`config.mk`:
```
export PLATFORM = sky130hd
export DESIGN_NAME = vectorscope_line_rasterizer
export DESIGN_NICKNAME = d
export VERILOG_FILES = /design/src/vlr_pkg.sv /design/src/vectorscope_line_rasterizer.sv /design/src/vlr_ctrl.sv /design/src/vlr_datapath.sv
export VERILOG_INCLUDE_DIRS = /design/src /design/src/src
export SDC_FILE = /design/constraint.sdc
export NUM_CORES = 1
export LEC_CHECK = 0
export BUFFER_PORTS_ARGS = -buffer_cell sky130_fd_sc_hd__buf_2
export CAP_MARGIN = 15
export CORE_MARGIN = 2
export CORE_UTILIZATION = 40
export CTS_CLUSTER_DIAMETER = 50
export DETAILED_ROUTE_END_ITERATION = 8
export GPL_TIMING_DRIVEN = 0
export PLACE_DENSITY = 0.6
export SLEW_MARGIN = 10
export SYNTH_ARGS = -nofsm -noshare
export SYNTH_HDL_FRONTEND = slang
export SYNTH_SLANG_ARGS = --single-unit
```
`constraint.sdc`:
```
create_clock -name clk -period 16.4 [get_ports clk]
set_input_delay 2.46 -clock clk [delete_from_list [all_inputs] [get_ports clk]]
set_output_delay 2.46 -clock clk [all_outputs]
set_load 0.1 [all_outputs]
```
`src/vectorscope_line_rasterizer_defines.svh`:
```
// Assertion shorthands shared by the rasterizer modules.
`ifndef VECTORSCOPE_LINE_RASTERIZER_DEFINES_SVH
`define VECTORSCOPE_LINE_RASTERIZER_DEFINES_SVH

// Same-cycle implication, checked while out of reset.
`define VLR_ASSERT_NOW(lbl, clk, rst_n, ante, cons, msg) \
	lbl: assert property (@(posedge clk) disable iff (!rst_n) (ante) |-> (cons)) \
		else $error(msg);

// Next-cycle implication, checked while out of reset.
`define VLR_ASSERT_NEXT(lbl, clk, rst_n, ante, cons, msg) \
	lbl: assert property (@(posedge clk) disable iff (!rst_n) (ante) |=> (cons)) \
		else $error(msg);

`endif

```
`src/vlr_pkg.sv`:
```
package vlr_pkg;

	localparam int SAMPLE_W   = 18;
	localparam int MAG_W      = SAMPLE_W + 1;
	localparam int PIX_W      = 7;
	localparam int PROD_W     = MAG_W + PIX_W;
	localparam int DIV_STEPS  = PIX_W;
	localparam int DIV_IDX_W  = 3;
	localparam int MAX_PIXELS = 63;
	localparam int CNT_W      = 6;
	localparam int ERR_W      = PIX_W + 1;
	localparam int IN_DATA_W  = 40;
	localparam int OUT_DATA_W = 16;
	localparam logic [SAMPLE_W-1:0] ONE_Q14 = SAMPLE_W'(16384);

	typedef enum logic [2:0] {
		ST_IDLE,
		ST_MUL,
		ST_DIV,
		ST_CLAMP,
		ST_SETUP,
		ST_DRAW
	} vlr_state_t;

	typedef struct packed {
		logic                 load;
		logic                 mul;
		logic                 div_step;
		logic [DIV_IDX_W-1:0] div_shift;
		logic                 clamp;
		logic                 setup;
		logic                 advance;
	} vlr_cmd_t;

	typedef struct packed {
		logic drop;
		logic last;
	} vlr_status_t;

endpackage

```
`src/vectorscope_line_rasterizer.sv`:
```
// Channel   Direction  tdata (low bit up)                        tuser / tlast
// s_axis    in         east_west_sample[17:0], north_south_sample  tuser: efield_negative
// m_axis    out        pixel_column[6:0], pixel_row[6:0]           tlast: last_pixel
// cfg       in         cfg_wdata: efield_enable, written on cfg_we
//
// An item passes through an accept state, a multiply state, seven steps of the shared
// restoring divider, a clamp state and a setup state, then the Bresenham stepper gives
// one pixel per cycle while m_axis is ready; a line has 1 to 63 pixels.
// A dropped item is accepted and discarded, and the controller stays idle.
// Reset clears the controller and the efield_enable register; line registers need none.
// A stall on m_axis holds the current pixel; no new item is taken until the last pixel leaves.
module vectorscope_line_rasterizer #(
	parameter int IMAGE_SIZE = 124
) (
	input  logic                               clk,
	input  logic                               arst_n,
	input  logic                               cfg_we,
	input  logic                               cfg_wdata,
	input  logic                               s_axis_tvalid,
	output logic                               s_axis_tready,
	// Fields from bit 0: east_west_sample (18), north_south_sample (18), zero fill (4).
	input  logic [vlr_pkg::IN_DATA_W-1:0]      s_axis_tdata,
	// Fields from bit 0: efield_negative (1).
	input  logic                               s_axis_tuser,
	output logic                               m_axis_tvalid,
	input  logic                               m_axis_tready,
	// Fields from bit 0: pixel_column (7), pixel_row (7), zero fill (2).
	output logic [vlr_pkg::OUT_DATA_W-1:0]     m_axis_tdata,
	output logic                               m_axis_tlast
);
	import vlr_pkg::*;

	// The controller sequences the datapath through commands and only sees
	// two status bits back: whether the offered item is dropped and whether the
	// pixel on the output is the last of its line.
	vlr_cmd_t    cmd;
	vlr_status_t status;

	vlr_ctrl u_ctrl (
		.clk       (clk),
		.arst_n    (arst_n),
		.in_valid  (s_axis_tvalid),
		.in_ready  (s_axis_tready),
		.out_valid (m_axis_tvalid),
		.out_ready (m_axis_tready),
		.status    (status),
		.cmd       (cmd)
	);

	// The datapath holds the samples, the two division lanes, and the line
	// stepper whose registers drive the output beat directly.
	vlr_datapath #(
		.IMAGE_SIZE (IMAGE_SIZE)
	) u_datapath (
		.clk                (clk),
		.arst_n             (arst_n),
		.cfg_we             (cfg_we),
		.cfg_wdata          (cfg_wdata),
		.in_data            (s_axis_tdata),
		.in_efield_negative (s_axis_tuser),
		.cmd                (cmd),
		.status             (status),
		.out_data           (m_axis_tdata),
		.out_last           (m_axis_tlast)
	);

endmodule

```
`src/vlr_ctrl.sv`:
```
`include "vectorscope_line_rasterizer_defines.svh"

module vlr_ctrl (
	input  logic               clk,
	input  logic               arst_n,
	input  logic               in_valid,
	output logic               in_ready,
	output logic               out_valid,
	input  logic               out_ready,
	input  vlr_pkg::vlr_status_t status,
	output vlr_pkg::vlr_cmd_t    cmd
);
	import vlr_pkg::*;

	vlr_state_t           state_q, state_d;
	logic [DIV_IDX_W-1:0] div_cnt_q;

	always_ff @(posedge clk or negedge arst_n) begin
		if (!arst_n) begin
			state_q   <= ST_IDLE;
			div_cnt_q <= '0;
		end else begin
			state_q <= state_d;
			if (state_q == ST_MUL) begin
				div_cnt_q <= DIV_IDX_W'(DIV_STEPS - 1);
			end else if (state_q == ST_DIV) begin
				div_cnt_q <= div_cnt_q - 1'b1;
			end
		end
	end

	always_comb begin
		state_d = state_q;
		case (state_q)
			ST_IDLE: begin
				if (in_valid && !status.drop) begin
					state_d = ST_MUL;
				end
			end
			ST_MUL: state_d = ST_DIV;
			ST_DIV: begin
				if (div_cnt_q == '0) begin
					state_d = ST_CLAMP;
				end
			end
			ST_CLAMP: state_d = ST_SETUP;
			ST_SETUP: state_d = ST_DRAW;
			ST_DRAW: begin
				if (out_ready && status.last) begin
					state_d = ST_IDLE;
				end
			end
			default: state_d = ST_IDLE;
		endcase
	end

	always_comb begin
		in_ready      = 1'b0;
		out_valid     = 1'b0;
		cmd           = '0;
		cmd.div_shift = div_cnt_q;
		case (state_q)
			ST_IDLE: begin
				in_ready = 1'b1;
				cmd.load = in_valid;
			end
			ST_MUL:   cmd.mul = 1'b1;
			ST_DIV:   cmd.div_step = 1'b1;
			ST_CLAMP: cmd.clamp = 1'b1;
			ST_SETUP: cmd.setup = 1'b1;
			ST_DRAW: begin
				out_valid   = 1'b1;
				cmd.advance = out_ready;
			end
			default: ;
		endcase
	end

	`VLR_ASSERT_NOW(a_one_side, clk, arst_n, in_ready, !out_valid, "input and output both open")
	`VLR_ASSERT_NEXT(a_div_done, clk, arst_n, (state_q == ST_DIV) && (div_cnt_q == '0), state_q == ST_CLAMP, "division did not end after its last step")
	`VLR_ASSERT_NEXT(a_last_beat, clk, arst_n, out_valid && out_ready && status.last, in_ready, "not idle after the last pixel")

endmodule

```
`src/vlr_datapath.sv`:
```
`include "vectorscope_line_rasterizer_defines.svh"

module vlr_datapath #(
	parameter int IMAGE_SIZE = 124
) (
	input  logic                               clk,
	input  logic                               arst_n,
	input  logic                               cfg_we,
	input  logic                               cfg_wdata,
	input  logic [vlr_pkg::IN_DATA_W-1:0]      in_data,
	input  logic                               in_efield_negative,
	input  vlr_pkg::vlr_cmd_t                  cmd,
	output vlr_pkg::vlr_status_t               status,
	output logic [vlr_pkg::OUT_DATA_W-1:0]     out_data,
	output logic                               out_last
);
	import vlr_pkg::*;

	localparam logic [PIX_W-1:0] CENTRE   = PIX_W'(IMAGE_SIZE / 2);
	localparam logic [PIX_W-1:0] LAST_IDX = PIX_W'(IMAGE_SIZE - 1);
	localparam logic [PROD_W-1:0] SIZE_P  = PROD_W'(IMAGE_SIZE);

	logic efield_enable_q;

	always_ff @(posedge clk or negedge arst_n) begin
		if (!arst_n) begin
			efield_enable_q <= 1'b0;
		end else if (cfg_we) begin
			efield_enable_q <= cfg_wdata;
		end
	end

	assign status.drop = efield_enable_q && in_efield_negative;

	// Sample capture, magnitude and effective scale.
	logic signed [SAMPLE_W-1:0] ew_in, ns_in, ew_q, ns_q;
	logic [SAMPLE_W-1:0]        aew, ans, mag, meff, meff_q;

	assign ew_in = $signed(in_data[SAMPLE_W-1:0]);
	assign ns_in = $signed(in_data[2*SAMPLE_W-1:SAMPLE_W]);
	assign aew   = ew_in[SAMPLE_W-1] ? SAMPLE_W'(-ew_in) : SAMPLE_W'(ew_in);
	assign ans   = ns_in[SAMPLE_W-1] ? SAMPLE_W'(-ns_in) : SAMPLE_W'(ns_in);
	assign mag   = (aew > ans) ? aew : ans;
	assign meff  = (mag < ONE_Q14) ? ONE_Q14 : mag;

	// Numerators scale*(meff+v), then a shared restoring division by 2*meff.
	logic signed [MAG_W:0]  sum_ew, sum_ns;
	logic [PROD_W-1:0]      rem_ew_q, rem_ns_q, den_sh;
	logic [MAG_W-1:0]       den_q;
	logic [PIX_W-1:0]       q_ew_q, q_ns_q;

	assign sum_ew = $signed({2'b00, meff_q}) + (MAG_W + 1)'(ew_q);
	assign sum_ns = $signed({2'b00, meff_q}) + (MAG_W + 1)'(ns_q);
	assign den_sh = PROD_W'(den_q) << cmd.div_shift;

	// Line state.
	logic [PIX_W-1:0]        e1_q, e2_q;
	logic [PIX_W-1:0]        adx, ady, a1, b1, xs, ys, xe, ye, dmaj, dmin;
	logic                    steep;
	logic [PIX_W-1:0]        x_q, y_q, xend_q, dmaj_q, dmin_q;
	logic signed [ERR_W-1:0] err_q, err_sub, err_next;
	logic                    steep_q, up_q;
	logic [CNT_W-1:0]        cnt_q;

	assign adx   = (e1_q >= CENTRE) ? e1_q - CENTRE : CENTRE - e1_q;
	assign ady   = (e2_q >= CENTRE) ? e2_q - CENTRE : CENTRE - e2_q;
	assign steep = ady > adx;
	assign a1    = steep ? e2_q : e1_q;
	assign b1    = steep ? e1_q : e2_q;

	always_comb begin
		if (a1 < CENTRE) begin
			xs = a1;
			ys = b1;
			xe = CENTRE;
			ye = CENTRE;
		end else begin
			xs = CENTRE;
			ys = CENTRE;
			xe = a1;
			ye = b1;
		end
		dmaj = xe - xs;
		dmin = (ye >= ys) ? ye - ys : ys - ye;
	end

	assign err_sub  = err_q - $signed(ERR_W'(dmin_q));
	assign err_next = err_sub[ERR_W-1] ? err_sub + $signed(ERR_W'(dmaj_q)) : err_sub;

	always_ff @(posedge clk) begin
		if (cmd.load) begin
			ew_q   <= ew_in;
			ns_q   <= ns_in;
			meff_q <= meff;
		end
		if (cmd.mul) begin
			rem_ew_q <= PROD_W'(sum_ew[MAG_W-1:0]) * SIZE_P;
			rem_ns_q <= PROD_W'(sum_ns[MAG_W-1:0]) * SIZE_P;
			den_q    <= {meff_q, 1'b0};
			q_ew_q   <= '0;
			q_ns_q   <= '0;
		end
		if (cmd.div_step) begin
			if (rem_ew_q >= den_sh) begin
				rem_ew_q <= rem_ew_q - den_sh;
				q_ew_q   <= {q_ew_q[PIX_W-2:0], 1'b1};
			end else begin
				q_ew_q <= {q_ew_q[PIX_W-2:0], 1'b0};
			end
			if (rem_ns_q >= den_sh) begin
				rem_ns_q <= rem_ns_q - den_sh;
				q_ns_q   <= {q_ns_q[PIX_W-2:0], 1'b1};
			end else begin
				q_ns_q <= {q_ns_q[PIX_W-2:0], 1'b0};
			end
		end
		if (cmd.clamp) begin
			e1_q <= (q_ew_q > LAST_IDX) ? LAST_IDX : q_ew_q;
			e2_q <= (q_ns_q > LAST_IDX) ? LAST_IDX : q_ns_q;
		end
		if (cmd.setup) begin
			x_q     <= xs;
			y_q     <= ys;
			xend_q  <= xe;
			dmaj_q  <= dmaj;
			dmin_q  <= dmin;
			err_q   <= $signed(ERR_W'(dmaj >> 1));
			steep_q <= steep;
			up_q    <= ys < ye;
			cnt_q   <= '0;
		end
		if (cmd.advance) begin
			x_q   <= x_q + 1'b1;
			err_q <= err_next;
			cnt_q <= cnt_q + 1'b1;
			if (err_sub[ERR_W-1]) begin
				y_q <= up_q ? y_q + 1'b1 : y_q - 1'b1;
			end
		end
	end

	assign status.last = (x_q == xend_q) || (cnt_q == CNT_W'(MAX_PIXELS - 1));
	assign out_last    = status.last;
	assign out_data    = {2'b00, (steep_q ? x_q : y_q), (steep_q ? y_q : x_q)};

	`VLR_ASSERT_NEXT(a_clamped, clk, arst_n, cmd.clamp, (e1_q <= LAST_IDX) && (e2_q <= LAST_IDX), "endpoint outside the image")
	`VLR_ASSERT_NEXT(a_err_pos, clk, arst_n, cmd.advance, !err_q[ERR_W-1], "error term negative after a step")
	`VLR_ASSERT_NEXT(a_major_step, clk, arst_n, cmd.advance && !status.last, x_q == $past(x_q) + 1'b1, "major coordinate did not advance by one")

endmodule

```
==> flow_summary.json <==
{
  "finalWirelength_um": 52680,
  "maxSlewViolCount": 0,
  "clk_pin_slew_ns": 0.06,
  "synth_edf_count": 146,
  "cts_resized": 0,
  "pin_count": 66,
  "grt_pass1_vias": 16205,
  "synth_area_mm2": 0.02050,
  "routedWlPerCell_um": 17.63,
  "critPathKind": "flop to flop",
  "grt_max_degree": 55,
  "post-cts-setup-buffers": 0,
  "hold_path_class": "flop to flop",
  "setup-tns-final_ns": 0,
  "rsz0062_at_grt": "false",
  "core_area_mm2": 0.05038,
  "syn_area_per_cell_um2": 9.317,
  "status": "finished clean",
  "drt-initial-drc-count": 856,
  "dieWidth_um": 230.4,
  "drv_cap": 0,
  "skew_ns": 0.02721,
  "cts_made_buffers": 30,
  "place_congestion": 0.9153,
  "vias_per_cell": 5.450,
  "fin_crit_sh": 0.4203,
  "cp.arrival_ns": 7.34,
  "layout_common_cells": "223 x ha_1, 183 x inv_1, 161 x a21oi_1, 153 x nor2_1, 146 x edfxtp_1",
  "first_pass_iters": 5,
  "final_cells": 2988,
  "overflow": 0,
  "vias": 16284,
  "path_cells": "ha_1 -> and3_1 -> a221o_1 -> o211ai_1 -> a31oi_1 -> a21o_1 -> a41oi_1 -> nor2b_1 -> xnor2_1 -> inv_1 -> fa_1 -> fa_1 -> fa_1 -> inv_1 -> ha_1 -> nand2_1 -> nor2_1 -> nand2_1 -> nor3_1 -> a2111oi_1 -> o21ai_1 -> and3b_1 -> o31ai_1 -> a22oi_1",
  "cts_root_buf": "clkbuf_16",
  "ys_ff_latch": 210,
  "syn2layout_area_growth_pct": 11.16,
  "drive_gt1_frac": 0.08290,
  "grt_pass1_wl_um": 84700,
  "finalSetupViolations": 0,
  "syn_inst": 2200,
  "cts_max_path_buffers": 3,
  "grt_antenna_before_repair": 0,
  "required_ns": 16.85,
  "dpl.hpwl_um": 43170,
  "slowest_stage": "a2111oi_1",
  "n_antenna_cell": 0,
  "die_height_um": 230.4,
  "finalHoldViolations": 0,
  "tritoncts": "done",
  "clkSinkCount": 210,
  "portBuffers": 59,
  "drcViolationCount": 0,
  "max_slew_margin": 0.2423,
  "period_minus_slack_ns": 6.892,
  "num_rows": 82,
  "cpMostUsedCell": "fa_1",
  "nets": 2643,
  "yosysWarnings": 0,
  "start_kind": "flop",
  "insertion_delay_ns": 0.59,
  "max_freq_ghz": 0.1451,
  "ys_seq_area_frac": 0.2781,
  "die-area_mm2": 0.05307,
  "start_util": 0.4069,
  "cp_max_fo": 6,
  "worst_slew_pin_slew_ns": 1.137,
  "hold_buffers": 0,
  "utilization": 0.4523,
  "fillers": 4831,
  "cpPeakStageDelay_ns": 0.69,
  "dp.cells": 2932,
  "final_common_cell": "ha_1",
  "ant_nets": 0,
  "synth_cell_types": 95,
  "synth-main-ff-cell": "edfxtp_1",
  "grtUsageTotal": 0.1978,
  "worstSetupEndpointType": "flop",
  "htreeDepth": 1,
  "hold_ws_ns": 0.4910,
  "ys_async_sr_fraction": 0.03333
}
-- synth_stat cells, types with 26 or more instances --
cell type,instances,area share
a211oi_1,35,0.013
a21o_1,50,0.018
fa_1,81,0.079
clkbuf_1,59,0.011
and3_1,31,0.0095
o21ai_0,113,0.028
nor3_1,41,0.010
mux2i_1,59,0.029
nand3_1,46,0.011
edfxtp_1,146,0.21
xnor2_1,124,0.053
inv_1,183,0.034
nand2_1,141,0.026
nand2b_1,26,0.0079
a21oi_1,161,0.039
dfxtp_1,57,0.056
nor2_1,153,0.028
ha_1,223,0.14
xor2_1,85,0.036
a31oi_1,27,0.0082
-- flip-flops by register name (all words and copies together) (netlist names) --
register / flops
u_ctrl.div_cnt_q: 3
u_ctrl.state_q: 3
u_datapath.cnt_q: 6
u_datapath.den_q: 18
u_datapath.dmaj_q: 7
u_datapath.dmin_q: 7
u_datapath.e1_q: 7
u_datapath.e2_q: 7
u_datapath.efield_enable_q: 1
u_datapath.err_q: 8
u_datapath.ew_q: 18
u_datapath.meff_q: 18
u_datapath.ns_q: 18
u_datapath.q_ew_q: 7
u_datapath.q_ns_q: 7
u_datapath.rem_ew_q: 26
u_datapath.rem_ns_q: 26
u_datapath.steep_q: 1
u_datapath.up_q: 1
u_datapath.x_q: 7
u_datapath.xend_q: 7
u_datapath.y_q: 7
-- logic make-up (layout without fill, tap and decap cells) --
group | after synthesis | count (layout) | synth area share
buffers and inverters | 259 | 374 | 0.04865
adder cells (fa/ha/maj) | 307 | 307 | 0.2167
flip-flops | 210 | 210 | 0.2781
other | 1 | 2 | 0.0001829
AND/OR/NAND/NOR | 550 | 550 | 0.1308
AO/OA/AOI/OAI | 568 | 568 | 0.1801
XOR/XNOR | 212 | 212 | 0.09229
multiplexers | 93 | 93 | 0.05317
-- worst max-delay path: cells and delay by family, from the launching register on --
family / cells / cell delay, ns
AO/OA/AOI/OAI: 9 / 2.55
AND/OR/NAND/NOR: 7 / 0.88
buffers and inverters: 2 / 0.27
XOR/XNOR: 1 / 0.26
adder cells (fa/ha/maj): 5 / 2.33
flip-flops: 1 / 0.45
-- per-stage QoR --
| stage | instance area, µm² | setup slack, ns |
|---|---|---|
| final | 22790 | 9.508 |
| after detailed placement | 21650 | 9.540 |
| after floorplan | 20500 | 10.49 |
| after global placement | 21640 | 9.343 |
| after global routing | 22790 | 9.019 |
| after CTS | 22790 | 9.553 |
-- layout make-up --
cell class                      instances  area, µm²  area share
Buffer                                 72      297.8     0.01307
Clock buffer                           35      809.5     0.03553
Clock inverter                         21      327.8     0.01439
Inverter                              187      701.9     0.03081
Multi-Input combinational cell       1732      13810      0.6062
Sequential cell                       210       5700      0.2502
Tap cell                              672      840.8     0.03690
Timing Repair Buffer                   59      295.3     0.01296
-- metal layers --
metal	up-vias	share of wire	wire length [µm]	GRT usage
li1	8129	-	-	-
met1	7729	0.43	22700	0.2396
met2	310	0.48	25410	0.3498
met3	116	0.032	1670	0.02050
met4	0	0.055	2899	0.09758
met5	-	0	0	0
-- path summary, 6_finish.rpt --
| check | startpoint | end | slack, ns | cells past startpoint |
|---|---|---|---|---|
| max | u_datapath.meff_q[4]$_SDFFCE_PN0P_ | u_datapath.rem_ns_q[24]$_DFF_P_ | 9.51 | 24 |
| min | u_datapath.rem_ew_q[23]$_DFF_P_ | u_datapath.rem_ew_q[23]$_DFF_P_ | 0.49 | 2 |
| max reg2reg | u_datapath.meff_q[4]$_SDFFCE_PN0P_ | u_datapath.rem_ns_q[24]$_DFF_P_ | 9.51 | 24 |
| min reg2reg | u_datapath.rem_ew_q[23]$_DFF_P_ | u_datapath.rem_ew_q[23]$_DFF_P_ | 0.49 | 2 |
| max in group asynchronous | arst_n | u_ctrl.state_q[2]$_DFFE_PN0P_ | 14.51 | 1 |
| min in group asynchronous | arst_n | u_datapath.efield_enable_q$_DFFE_PN0P_ | 1.71 | 1 |
Power is not shown: default switching activity piles up to over one toggle a cycle in this logic, so the estimate is an artifact.
